### config.mk
export PLATFORM = sky130hd
export DESIGN_NAME = ipp_message_deframer
export DESIGN_NICKNAME = d
export VERILOG_FILES = /design/src/rtl/imd_pkg.sv /design/src/rtl/ipp_message_deframer.sv /design/src/rtl/imd_parser.sv /design/src/rtl/imd_out_reg.sv
export SDC_FILE = /design/constraint.sdc
export NUM_CORES = 1
export LEC_CHECK = 0
export BUFFER_PORTS_ARGS = -buffer_cell sky130_fd_sc_hd__buf_2
export CAP_MARGIN = 5
export CORE_MARGIN = 3
export CORE_UTILIZATION = 25
export CTS_BUF_LIST = sky130_fd_sc_hd__clkbuf_8 sky130_fd_sc_hd__clkbuf_16
export DETAILED_ROUTE_END_ITERATION = 10
export SETUP_SLACK_MARGIN = 0.5
export SLEW_MARGIN = 25
export SYNTH_ARGS = -nofsm -noshare
export SYNTH_HDL_FRONTEND = slang
export SYNTH_SLANG_ARGS = --single-unit
### constraint.sdc
create_clock -name clk -period 9.9 [get_ports clk]
set_clock_uncertainty 0.1 [all_clocks]
set_input_delay 1.98 -clock clk [delete_from_list [all_inputs] [get_ports clk]]
set_output_delay 1.98 -clock clk [all_outputs]
set_load 0.01 [all_outputs]
### src/rtl/imd_pkg.sv
// ----------------------------------------------------------------------------
// imd_pkg
// Shared types and constants for the IPP message deframer: parse phases,
// byte kinds and the per-byte result word.
// ----------------------------------------------------------------------------
package imd_pkg;

  // parse phase of the current message
  typedef enum logic [3:0] {
    PH_HEADER       = 4'd0,
    PH_FIRST_GROUP  = 4'd1,
    PH_VALUE_TAG    = 4'd2,
    PH_NAME_LEN_HI  = 4'd3,
    PH_NAME_LEN_LO  = 4'd4,
    PH_NAME         = 4'd5,
    PH_VALUE_LEN_HI = 4'd6,
    PH_VALUE_LEN_LO = 4'd7,
    PH_VALUE        = 4'd8,
    PH_DELIM        = 4'd9,
    PH_DATA         = 4'd10
  } phase_t;

  // classification of one message byte
  typedef enum logic [3:0] {
    KIND_HEADER     = 4'd0,
    KIND_GROUP_TAG  = 4'd1,
    KIND_VALUE_TAG  = 4'd2,
    KIND_NAME_LEN   = 4'd3,
    KIND_NAME       = 4'd4,
    KIND_VALUE_LEN  = 4'd5,
    KIND_VALUE      = 4'd6,
    KIND_END_TAG    = 4'd7,
    KIND_DATA       = 4'd8,
    KIND_MALFORMED  = 4'd9,
    KIND_DISCARDED  = 4'd10
  } kind_t;

  // delimiter codes
  localparam logic [7:0] END_TAG       = 8'h03;
  localparam logic [7:0] GROUP_TAG_MIN = 8'h01;
  localparam logic [7:0] GROUP_TAG_MAX = 8'h09;

  // header is bytes 0 through 7
  localparam logic [2:0] HDR_LAST_POS  = 3'd7;

  // reset value of the minimum message length
  localparam logic [7:0] MIN_BYTES_RST = 8'd9;

  // result word for one byte
  typedef struct packed {
    kind_t        byte_kind;
    logic [7:0]   byte_echo;
    logic [7:0]   current_group;
    logic         starts_attribute;
    logic [15:0]  field_offset;
    logic [7:0]   version_major;
    logic [7:0]   version_minor;
    logic [15:0]  op_or_status;
    logic [31:0]  request_ident;
    logic         message_done;
  } result_t;

endpackage

### src/rtl/ipp_message_deframer.sv
// ----------------------------------------------------------------------------
// ipp_message_deframer
// Streaming IPP message parser: classifies each byte as header, group tag,
// value tag, length, name, value, end tag or data, decodes the header and
// flags messages that end early or fall short of the minimum length.
//
//   channel  | signals                           | dir | contents
//   ---------+-----------------------------------+-----+----------------------
//   in       | in_valid, in_ready                | in  | message_byte, last_byte
//   out      | out_valid, out_ready              | out | byte_kind .. message_done
//   cfg      | cfg_valid, cfg_ready, cfg_data    | in  | min_message_bytes
//
// One word per cycle while out_ready is high; a result appears in the cycle
// after its byte is taken; the single result register follows the classifier.
// A stalled output holds its word; the input is taken whenever the result
// register is empty or being emptied in the same cycle.
// Synchronous active-high reset clears the parse state, the output valid and
// sets min_message_bytes to 9; the cfg port is always ready.
// ----------------------------------------------------------------------------
module ipp_message_deframer
  import imd_pkg::*;
(
  input  logic         clk,
  input  logic         rst,
  // byte input
  input  logic         in_valid,
  output logic         in_ready,
  input  logic [7:0]   message_byte,
  input  logic         last_byte,
  // result output
  output logic         out_valid,
  input  logic         out_ready,
  output logic [3:0]   byte_kind,
  output logic [7:0]   byte_echo,
  output logic [7:0]   current_group,
  output logic         starts_attribute,
  output logic [15:0]  field_offset,
  output logic [7:0]   version_major,
  output logic [7:0]   version_minor,
  output logic [15:0]  op_or_status,
  output logic [31:0]  request_ident,
  output logic         message_done,
  // configuration write
  input  logic         cfg_valid,
  output logic         cfg_ready,
  input  logic [7:0]   cfg_data
);

  logic        accept;
  logic [7:0]  min_message_bytes;
  result_t     parse_res;
  result_t     out_res;

  assign accept    = in_valid && in_ready;
  assign cfg_ready = 1'b1;

  // minimum message length register
  always_ff @(posedge clk) begin
    if (rst) begin
      min_message_bytes <= MIN_BYTES_RST;
    end else if (cfg_valid && cfg_ready) begin
      min_message_bytes <= cfg_data;
    end
  end

  // byte classifier and parse state
  imd_parser u_parser (
    .clk          (clk),
    .rst          (rst),
    .accept       (accept),
    .message_byte (message_byte),
    .last_byte    (last_byte),
    .min_bytes    (min_message_bytes),
    .res          (parse_res)
  );

  // result register
  imd_out_reg u_out_reg (
    .clk        (clk),
    .rst        (rst),
    .load_valid (in_valid),
    .load_ready (in_ready),
    .load_res   (parse_res),
    .out_valid  (out_valid),
    .out_ready  (out_ready),
    .out_res    (out_res)
  );

  // result fields out to ports
  assign byte_kind        = out_res.byte_kind;
  assign byte_echo        = out_res.byte_echo;
  assign current_group    = out_res.current_group;
  assign starts_attribute = out_res.starts_attribute;
  assign field_offset     = out_res.field_offset;
  assign version_major    = out_res.version_major;
  assign version_minor    = out_res.version_minor;
  assign op_or_status     = out_res.op_or_status;
  assign request_ident    = out_res.request_ident;
  assign message_done     = out_res.message_done;

endmodule

### src/rtl/imd_parser.sv
// ----------------------------------------------------------------------------
// imd_parser
// Parse state registers and the single-pass next-state logic that classifies
// one message byte and builds its result word.
// ----------------------------------------------------------------------------
module imd_parser
  import imd_pkg::*;
(
  input  logic        clk,
  input  logic        rst,
  input  logic        accept,
  input  logic [7:0]  message_byte,
  input  logic        last_byte,
  input  logic [7:0]  min_bytes,
  output result_t     res
);

  phase_t       phase, phase_next;
  logic [15:0]  byte_count, byte_count_next;
  logic [15:0]  remaining_length, remaining_length_next;
  logic [7:0]   length_high, length_high_next;
  logic [15:0]  offset_count, offset_count_next;
  logic [7:0]   group_reg, group_reg_next;
  logic [7:0]   version_major, version_major_next;
  logic [7:0]   version_minor, version_minor_next;
  logic [15:0]  op_status_reg, op_status_reg_next;
  logic [31:0]  request_reg, request_reg_next;

  kind_t        kind;
  logic         starts;
  logic [15:0]  offset;
  logic [15:0]  len;
  logic [15:0]  remaining_dec;
  logic         is_group_tag;
  logic         ok_phase;
  logic         too_short;
  logic         malformed;

  assign len           = {length_high, message_byte};
  assign remaining_dec = remaining_length - 16'd1;
  assign is_group_tag  = (message_byte >= GROUP_TAG_MIN) &&
                         (message_byte <= GROUP_TAG_MAX) &&
                         (message_byte != END_TAG);

  // classify the byte and work out the next parse state
  always_comb begin
    phase_next            = phase;
    remaining_length_next = remaining_length;
    length_high_next      = length_high;
    offset_count_next     = offset_count;
    group_reg_next        = group_reg;
    version_major_next    = version_major;
    version_minor_next    = version_minor;
    op_status_reg_next    = op_status_reg;
    request_reg_next      = request_reg;
    kind                  = KIND_HEADER;
    starts                = 1'b0;
    offset                = 16'd0;

    unique case (phase)
      PH_HEADER: begin
        kind = KIND_HEADER;
        case (byte_count[2:0])
          3'd0:         version_major_next = message_byte;
          3'd1:         version_minor_next = message_byte;
          3'd2, 3'd3:   op_status_reg_next = {op_status_reg[7:0], message_byte};
          default:      request_reg_next   = {request_reg[23:0], message_byte};
        endcase
        if (byte_count[2:0] == HDR_LAST_POS) begin
          phase_next = PH_FIRST_GROUP;
        end
      end
      PH_FIRST_GROUP: begin
        if (message_byte == END_TAG) begin
          kind       = KIND_END_TAG;
          phase_next = PH_DATA;
        end else begin
          kind           = KIND_GROUP_TAG;
          group_reg_next = message_byte;
          phase_next     = PH_VALUE_TAG;
        end
      end
      PH_VALUE_TAG: begin
        kind       = KIND_VALUE_TAG;
        phase_next = PH_NAME_LEN_HI;
      end
      PH_NAME_LEN_HI: begin
        kind             = KIND_NAME_LEN;
        length_high_next = message_byte;
        phase_next       = PH_NAME_LEN_LO;
      end
      PH_NAME_LEN_LO: begin
        kind                  = KIND_NAME_LEN;
        remaining_length_next = len;
        offset_count_next     = 16'd0;
        if (len != 16'd0) begin
          starts     = 1'b1;
          phase_next = PH_NAME;
        end else begin
          phase_next = PH_VALUE_LEN_HI;
        end
      end
      PH_NAME: begin
        kind                  = KIND_NAME;
        offset                = offset_count;
        offset_count_next     = offset_count + 16'd1;
        remaining_length_next = remaining_dec;
        if (remaining_dec == 16'd0) begin
          phase_next = PH_VALUE_LEN_HI;
        end
      end
      PH_VALUE_LEN_HI: begin
        kind             = KIND_VALUE_LEN;
        length_high_next = message_byte;
        phase_next       = PH_VALUE_LEN_LO;
      end
      PH_VALUE_LEN_LO: begin
        kind                  = KIND_VALUE_LEN;
        remaining_length_next = len;
        offset_count_next     = 16'd0;
        phase_next            = (len != 16'd0) ? PH_VALUE : PH_DELIM;
      end
      PH_VALUE: begin
        kind                  = KIND_VALUE;
        offset                = offset_count;
        offset_count_next     = offset_count + 16'd1;
        remaining_length_next = remaining_dec;
        if (remaining_dec == 16'd0) begin
          phase_next = PH_DELIM;
        end
      end
      PH_DELIM: begin
        if (message_byte == END_TAG) begin
          kind       = KIND_END_TAG;
          phase_next = PH_DATA;
        end else if (is_group_tag) begin
          kind           = KIND_GROUP_TAG;
          group_reg_next = message_byte;
          phase_next     = PH_VALUE_TAG;
        end else begin
          kind       = KIND_VALUE_TAG;
          phase_next = PH_NAME_LEN_HI;
        end
      end
      default: begin
        kind       = KIND_DATA;
        phase_next = PH_DATA;
      end
    endcase

    // saturating byte count
    byte_count_next = (byte_count != 16'hffff) ? byte_count + 16'd1 : byte_count;

    // message end check
    ok_phase  = (phase_next == PH_DELIM) || (phase_next == PH_DATA);
    too_short = byte_count_next < {8'd0, min_bytes};
    malformed = last_byte && (!ok_phase || too_short);

    res.byte_kind        = malformed ? KIND_MALFORMED : kind;
    res.byte_echo        = message_byte;
    res.current_group    = group_reg_next;
    res.starts_attribute = malformed ? 1'b0 : starts;
    res.field_offset     = malformed ? 16'd0 : offset;
    res.version_major    = version_major_next;
    res.version_minor    = version_minor_next;
    res.op_or_status     = op_status_reg_next;
    res.request_ident    = request_reg_next;
    res.message_done     = last_byte;
  end

  // parse state, cleared at reset and after the last byte of a message
  always_ff @(posedge clk) begin
    if (rst || (accept && last_byte)) begin
      phase            <= PH_HEADER;
      byte_count       <= 16'd0;
      remaining_length <= 16'd0;
      length_high      <= 8'd0;
      offset_count     <= 16'd0;
      group_reg        <= 8'd0;
      version_major    <= 8'd0;
      version_minor    <= 8'd0;
      op_status_reg    <= 16'd0;
      request_reg      <= 32'd0;
    end else if (accept) begin
      phase            <= phase_next;
      byte_count       <= byte_count_next;
      remaining_length <= remaining_length_next;
      length_high      <= length_high_next;
      offset_count     <= offset_count_next;
      group_reg        <= group_reg_next;
      version_major    <= version_major_next;
      version_minor    <= version_minor_next;
      op_status_reg    <= op_status_reg_next;
      request_reg      <= request_reg_next;
    end
  end

`ifndef SYNTHESIS
  // a message end always leaves a fresh parser behind
  a_clear_after_last: assert property (@(posedge clk) disable iff (rst)
    accept && last_byte |=> (phase == PH_HEADER) && (byte_count == 16'd0))
    else $error("parser not cleared after last byte");

  // byte count steps by one per word until it saturates
  a_count_step: assert property (@(posedge clk) disable iff (rst)
    accept && !last_byte && (byte_count != 16'hffff)
    |=> byte_count == $past(byte_count) + 16'd1)
    else $error("byte count did not advance");

  // inside a name or value there is always at least one byte left
  a_remaining_nonzero: assert property (@(posedge clk) disable iff (rst)
    (phase == PH_NAME) || (phase == PH_VALUE) |-> remaining_length != 16'd0)
    else $error("name or value phase with zero remaining length");

  // header phase only covers the first eight bytes
  a_header_bound: assert property (@(posedge clk) disable iff (rst)
    phase == PH_HEADER |-> byte_count < 16'd8)
    else $error("header phase past byte seven");
`endif

endmodule

### src/rtl/imd_out_reg.sv
// ----------------------------------------------------------------------------
// imd_out_reg
// Result register with valid/ready handshake; takes a new word in the same
// cycle the held one is taken: one word per cycle while out_ready is high.
// ----------------------------------------------------------------------------
module imd_out_reg
  import imd_pkg::*;
(
  input  logic     clk,
  input  logic     rst,
  input  logic     load_valid,
  output logic     load_ready,
  input  result_t  load_res,
  output logic     out_valid,
  input  logic     out_ready,
  output result_t  out_res
);

  logic load;

  assign load_ready = !out_valid || out_ready;
  assign load       = load_valid && load_ready;

  // valid flag
  always_ff @(posedge clk) begin
    if (rst) begin
      out_valid <= 1'b0;
    end else if (load_ready) begin
      out_valid <= load_valid;
    end
  end

  // result payload
  always_ff @(posedge clk) begin
    if (load) begin
      out_res <= load_res;
    end
  end

`ifndef SYNTHESIS
  // a loaded word shows up as valid in the next cycle
  a_load_shows: assert property (@(posedge clk) disable iff (rst)
    load |=> out_valid)
    else $error("loaded word not presented");

  // a word nobody took and nothing replaced stays put
  a_hold_unloaded: assert property (@(posedge clk) disable iff (rst)
    out_valid && !out_ready |=> out_valid && $stable(out_res))
    else $error("stalled result changed");

  // the register empties only through a take with no new load
  a_empty_on_take: assert property (@(posedge clk) disable iff (rst)
    out_valid && out_ready && !load_valid |=> !out_valid)
    else $error("result valid after take with nothing loaded");
`endif

endmodule
==> qor.yml <==
critical_path:
  cp_data_required_time_ns: 10.25
  end_kind: "flip-flop"
  start_kind: "input port"
  crit_path_max_fanout: 66
  timing_worst_setup_path_type: "in2reg"
  arrival_ns: 5.11
die:
  fp-row-count: 76
  start_util: 0.255
  fp.dieArea_um2: 46800
  io-pin-count: 127
  die-height_um: 216
  die_w_um: 216
  core-area_um2: 43400
global_routing:
  grt.overflow.total: 0
  antenna_found_initial: 1
  grt_pass1_vias: 8028
  grt_max_degree: 94
  gr-usage-all-layers: 0.120
  grt_pass1_wl_mm: 45.7
sta:
  finalSetupViolations: 0
  min_period_ns: 4.76
  slew_headroom: 0.333
  finalSetupTns_ns: 0
  drv_slew: 0
  worst_pin_slew_ns: 0.993
  finalCritPeriodShare: 0.481
  setup_slack_ns: 5.14
  fmax_ghz: 0.210
  rsz0062_at_grt: "no"
  hold_viol_final: 0
  whs_ns: 0.375
pwr:
  p_leak_nw: 5.01
  ir_worst_vdd_v: 0.0000985
  p_per_area_nw_per_um2: 189
cts:
  clk_pin_slew_worst_paths_ns: 0.06
  clock-root-buffer: "clkbuf_16"
  cts_post_setup_buffers_inserted: 0
  cts_num_sinks: 243
  cts_hold_buf: 0
  ctsResizeCount: 0
  cts_buffer_depth: 3
  cts-buffers-inserted: 26
  clock_latency_ns: 0.55
  cts_max_level: 1
  cts_tree: "yes"
finish:
  drive_gt1_frac: 0.207
  n_antenna_cell: 0
  n_fill_cell: 4466
  syn_to_final_growth_pct: 18.6
  largest_reg_flops: 102
  final_nets: 1264
synth:
  netlist_top_cells_area: "edfxtp_1, dfxtp_1, nor2_1"
  syn_nets: 1184
  yosys.area.top_type: "edfxtp_1"
  synth_cell_type_count: 70
  postSynth.asyncResetShare: 0
  ys_seq_area_frac: 0.532
  synth_edf_count: 102
  yosys_register_bits: 243
  synthFlopType: "dfxtp_1"
  synth_top_area_frac: 0.277
  yosysWarnings: 0
  syn_avg_cell_area_um2: 9.66
  synthesis.area_um2: 11100
  syn_inst: 1146
placement:
  post-place-ws_ns: 4.60
  io_buffer_count: 125
  place.gp.congestion: 0.847
  place_hpwl_mm: 19.4
routing:
  wl_per_cell_um: 16.0
  firstDrtPassIters: 5
  drtIter0Drc: 743
  via_count: 8739
  drc_errors: 0
  avgViaCountPerCell: 4.77
  drt_wl_total_mm: 29.3
  ant_nets: 0
outcome:
  status: "complete, no violations"
run:
  cap_violations: 0
worst_hold_path:
  hp-class: "reg2reg"
## cells by family (layout without fill, tap and decap cells)
family	count (synthesis)	count (layout)	share of synthesized area
simple gates	498	498	0.204
flops	243	243	0.532
compound gates	165	165	0.0996
buf+inv	110	210	0.0400
mux	81	81	0.0806
xor+xnor	32	32	0.0253
fa+ha+maj	16	16	0.0181
other cells	1	1	0.000339
## routing by layer
metal,vias up,track usage,part of all wire
li1,4214,-,-
met1,4227,0.176,0.48
met2,265,0.183,0.44
met3,33,0.0220,0.057
met4,0,0.0258,0.017
met5,-,0,0
## cell type report
type                    count  area [um^2]  share of cell area
inverters                  30          118             0.00896
clock inverters            21          274              0.0209
repair buffers            132          682              0.0520
clock buffers              27          664              0.0506
flip-flops and latches    243         5890               0.449
well taps                 585          732              0.0558
multi-input cells         793         4770               0.363
## power breakdown
group | switching [mW] | internal (mW) | leakage [nW]
logic | 0.170 | 0.102 | 2.39
clock network | 0.420 | 0.646 | 0.461
registers | 0.0297 | 1.11 | 2.17
## layout by cell type (no fill, tap or decap), types with 7 or more instances in the layout
| cell | n |
|---|---|
| xnor2_1 | 15 |
| nand3_1 | 21 |
| mux2i_1 | 19 |
| nand2_1 | 95 |
| a221oi_1 | 10 |
| dfxtp_1 | 141 |
| ha_1 | 16 |
| buf_2 | 125 |
| or2_2 | 7 |
| nor3_1 | 85 |
| o21ai_0 | 26 |
| edfxtp_1 | 102 |
| nor2_1 | 221 |
| clkbuf_16 | 26 |
| nand4_1 | 14 |
| a21oi_1 | 50 |
| mux2_2 | 61 |
| o31ai_1 | 16 |
| inv_1 | 30 |
| or3_1 | 11 |
| nor4_1 | 11 |
| xor2_1 | 17 |
## Yosys cell counts (4+ instances only)
cell / count
o31ai_1: 16
a31oi_1: 5
mux2i_1: 19
ha_1: 16
nor2_1: 222
nand4_1: 14
edfxtp_1: 102
nor3_1: 85
buf_1: 7
mux2_2: 61
nand2b_1: 4
o221ai_1: 4
xnor2_1: 15
inv_1: 28
or3_1: 11
nand3_1: 21
a221oi_1: 10
o2111ai_1: 4
a21oi_1: 51
or2_2: 7
a311oi_1: 4
nand2_1: 96
and3_1: 4
nor4_1: 11
a22o_1: 5
a21o_1: 4
dfxtp_1: 141
clkbuf_1: 66
o21ai_0: 27
xor2_1: 17
## worst max-delay path, stage by stage
cell and delay, ns:
buf_2 0.07, nand2b_1 0.38, nand2_4 0.31, buf_4 0.44
inv_6 0.41, buf_4 0.69, nand2_1 0.24, or3_1 0.36
a21oi_1 0.16
## stage by stage
| step | std cells | cell area, um^2 | power, mW | utilization |
|---|---|---|---|---|
| finish | 1831 | 13100 | 2.48 | 0.303 |
| global route | 1831 | 13100 | 2.57 | 0.303 |
| CTS | 1831 | 13100 | 2.50 | 0.302 |
| detailed placement | 1783 | 12200 | 1.44 | 0.281 |
| global placement | 1783 | 12200 | 1.43 | 0.281 |
| floorplan | 1146 | 11100 | 1.34 | - |
## worst paths after layout
| check | start | end | slack, ns | depth (start not counted) |
|---|---|---|---|---|
| setup / recovery | out_ready | u_parser.byte_count[6] | 5.14 | 9 |
| hold reg to reg | u_parser.group_reg[0] | u_parser.group_reg[0] | 0.37 | 2 |
| hold / removal | u_parser.group_reg[0] | u_parser.group_reg[0] | 0.37 | 2 |
| setup reg to reg | u_parser.byte_count[0] | u_out_reg.out_res[100] | 5.25 | 14 |
(Power assumes the default switching activity.)
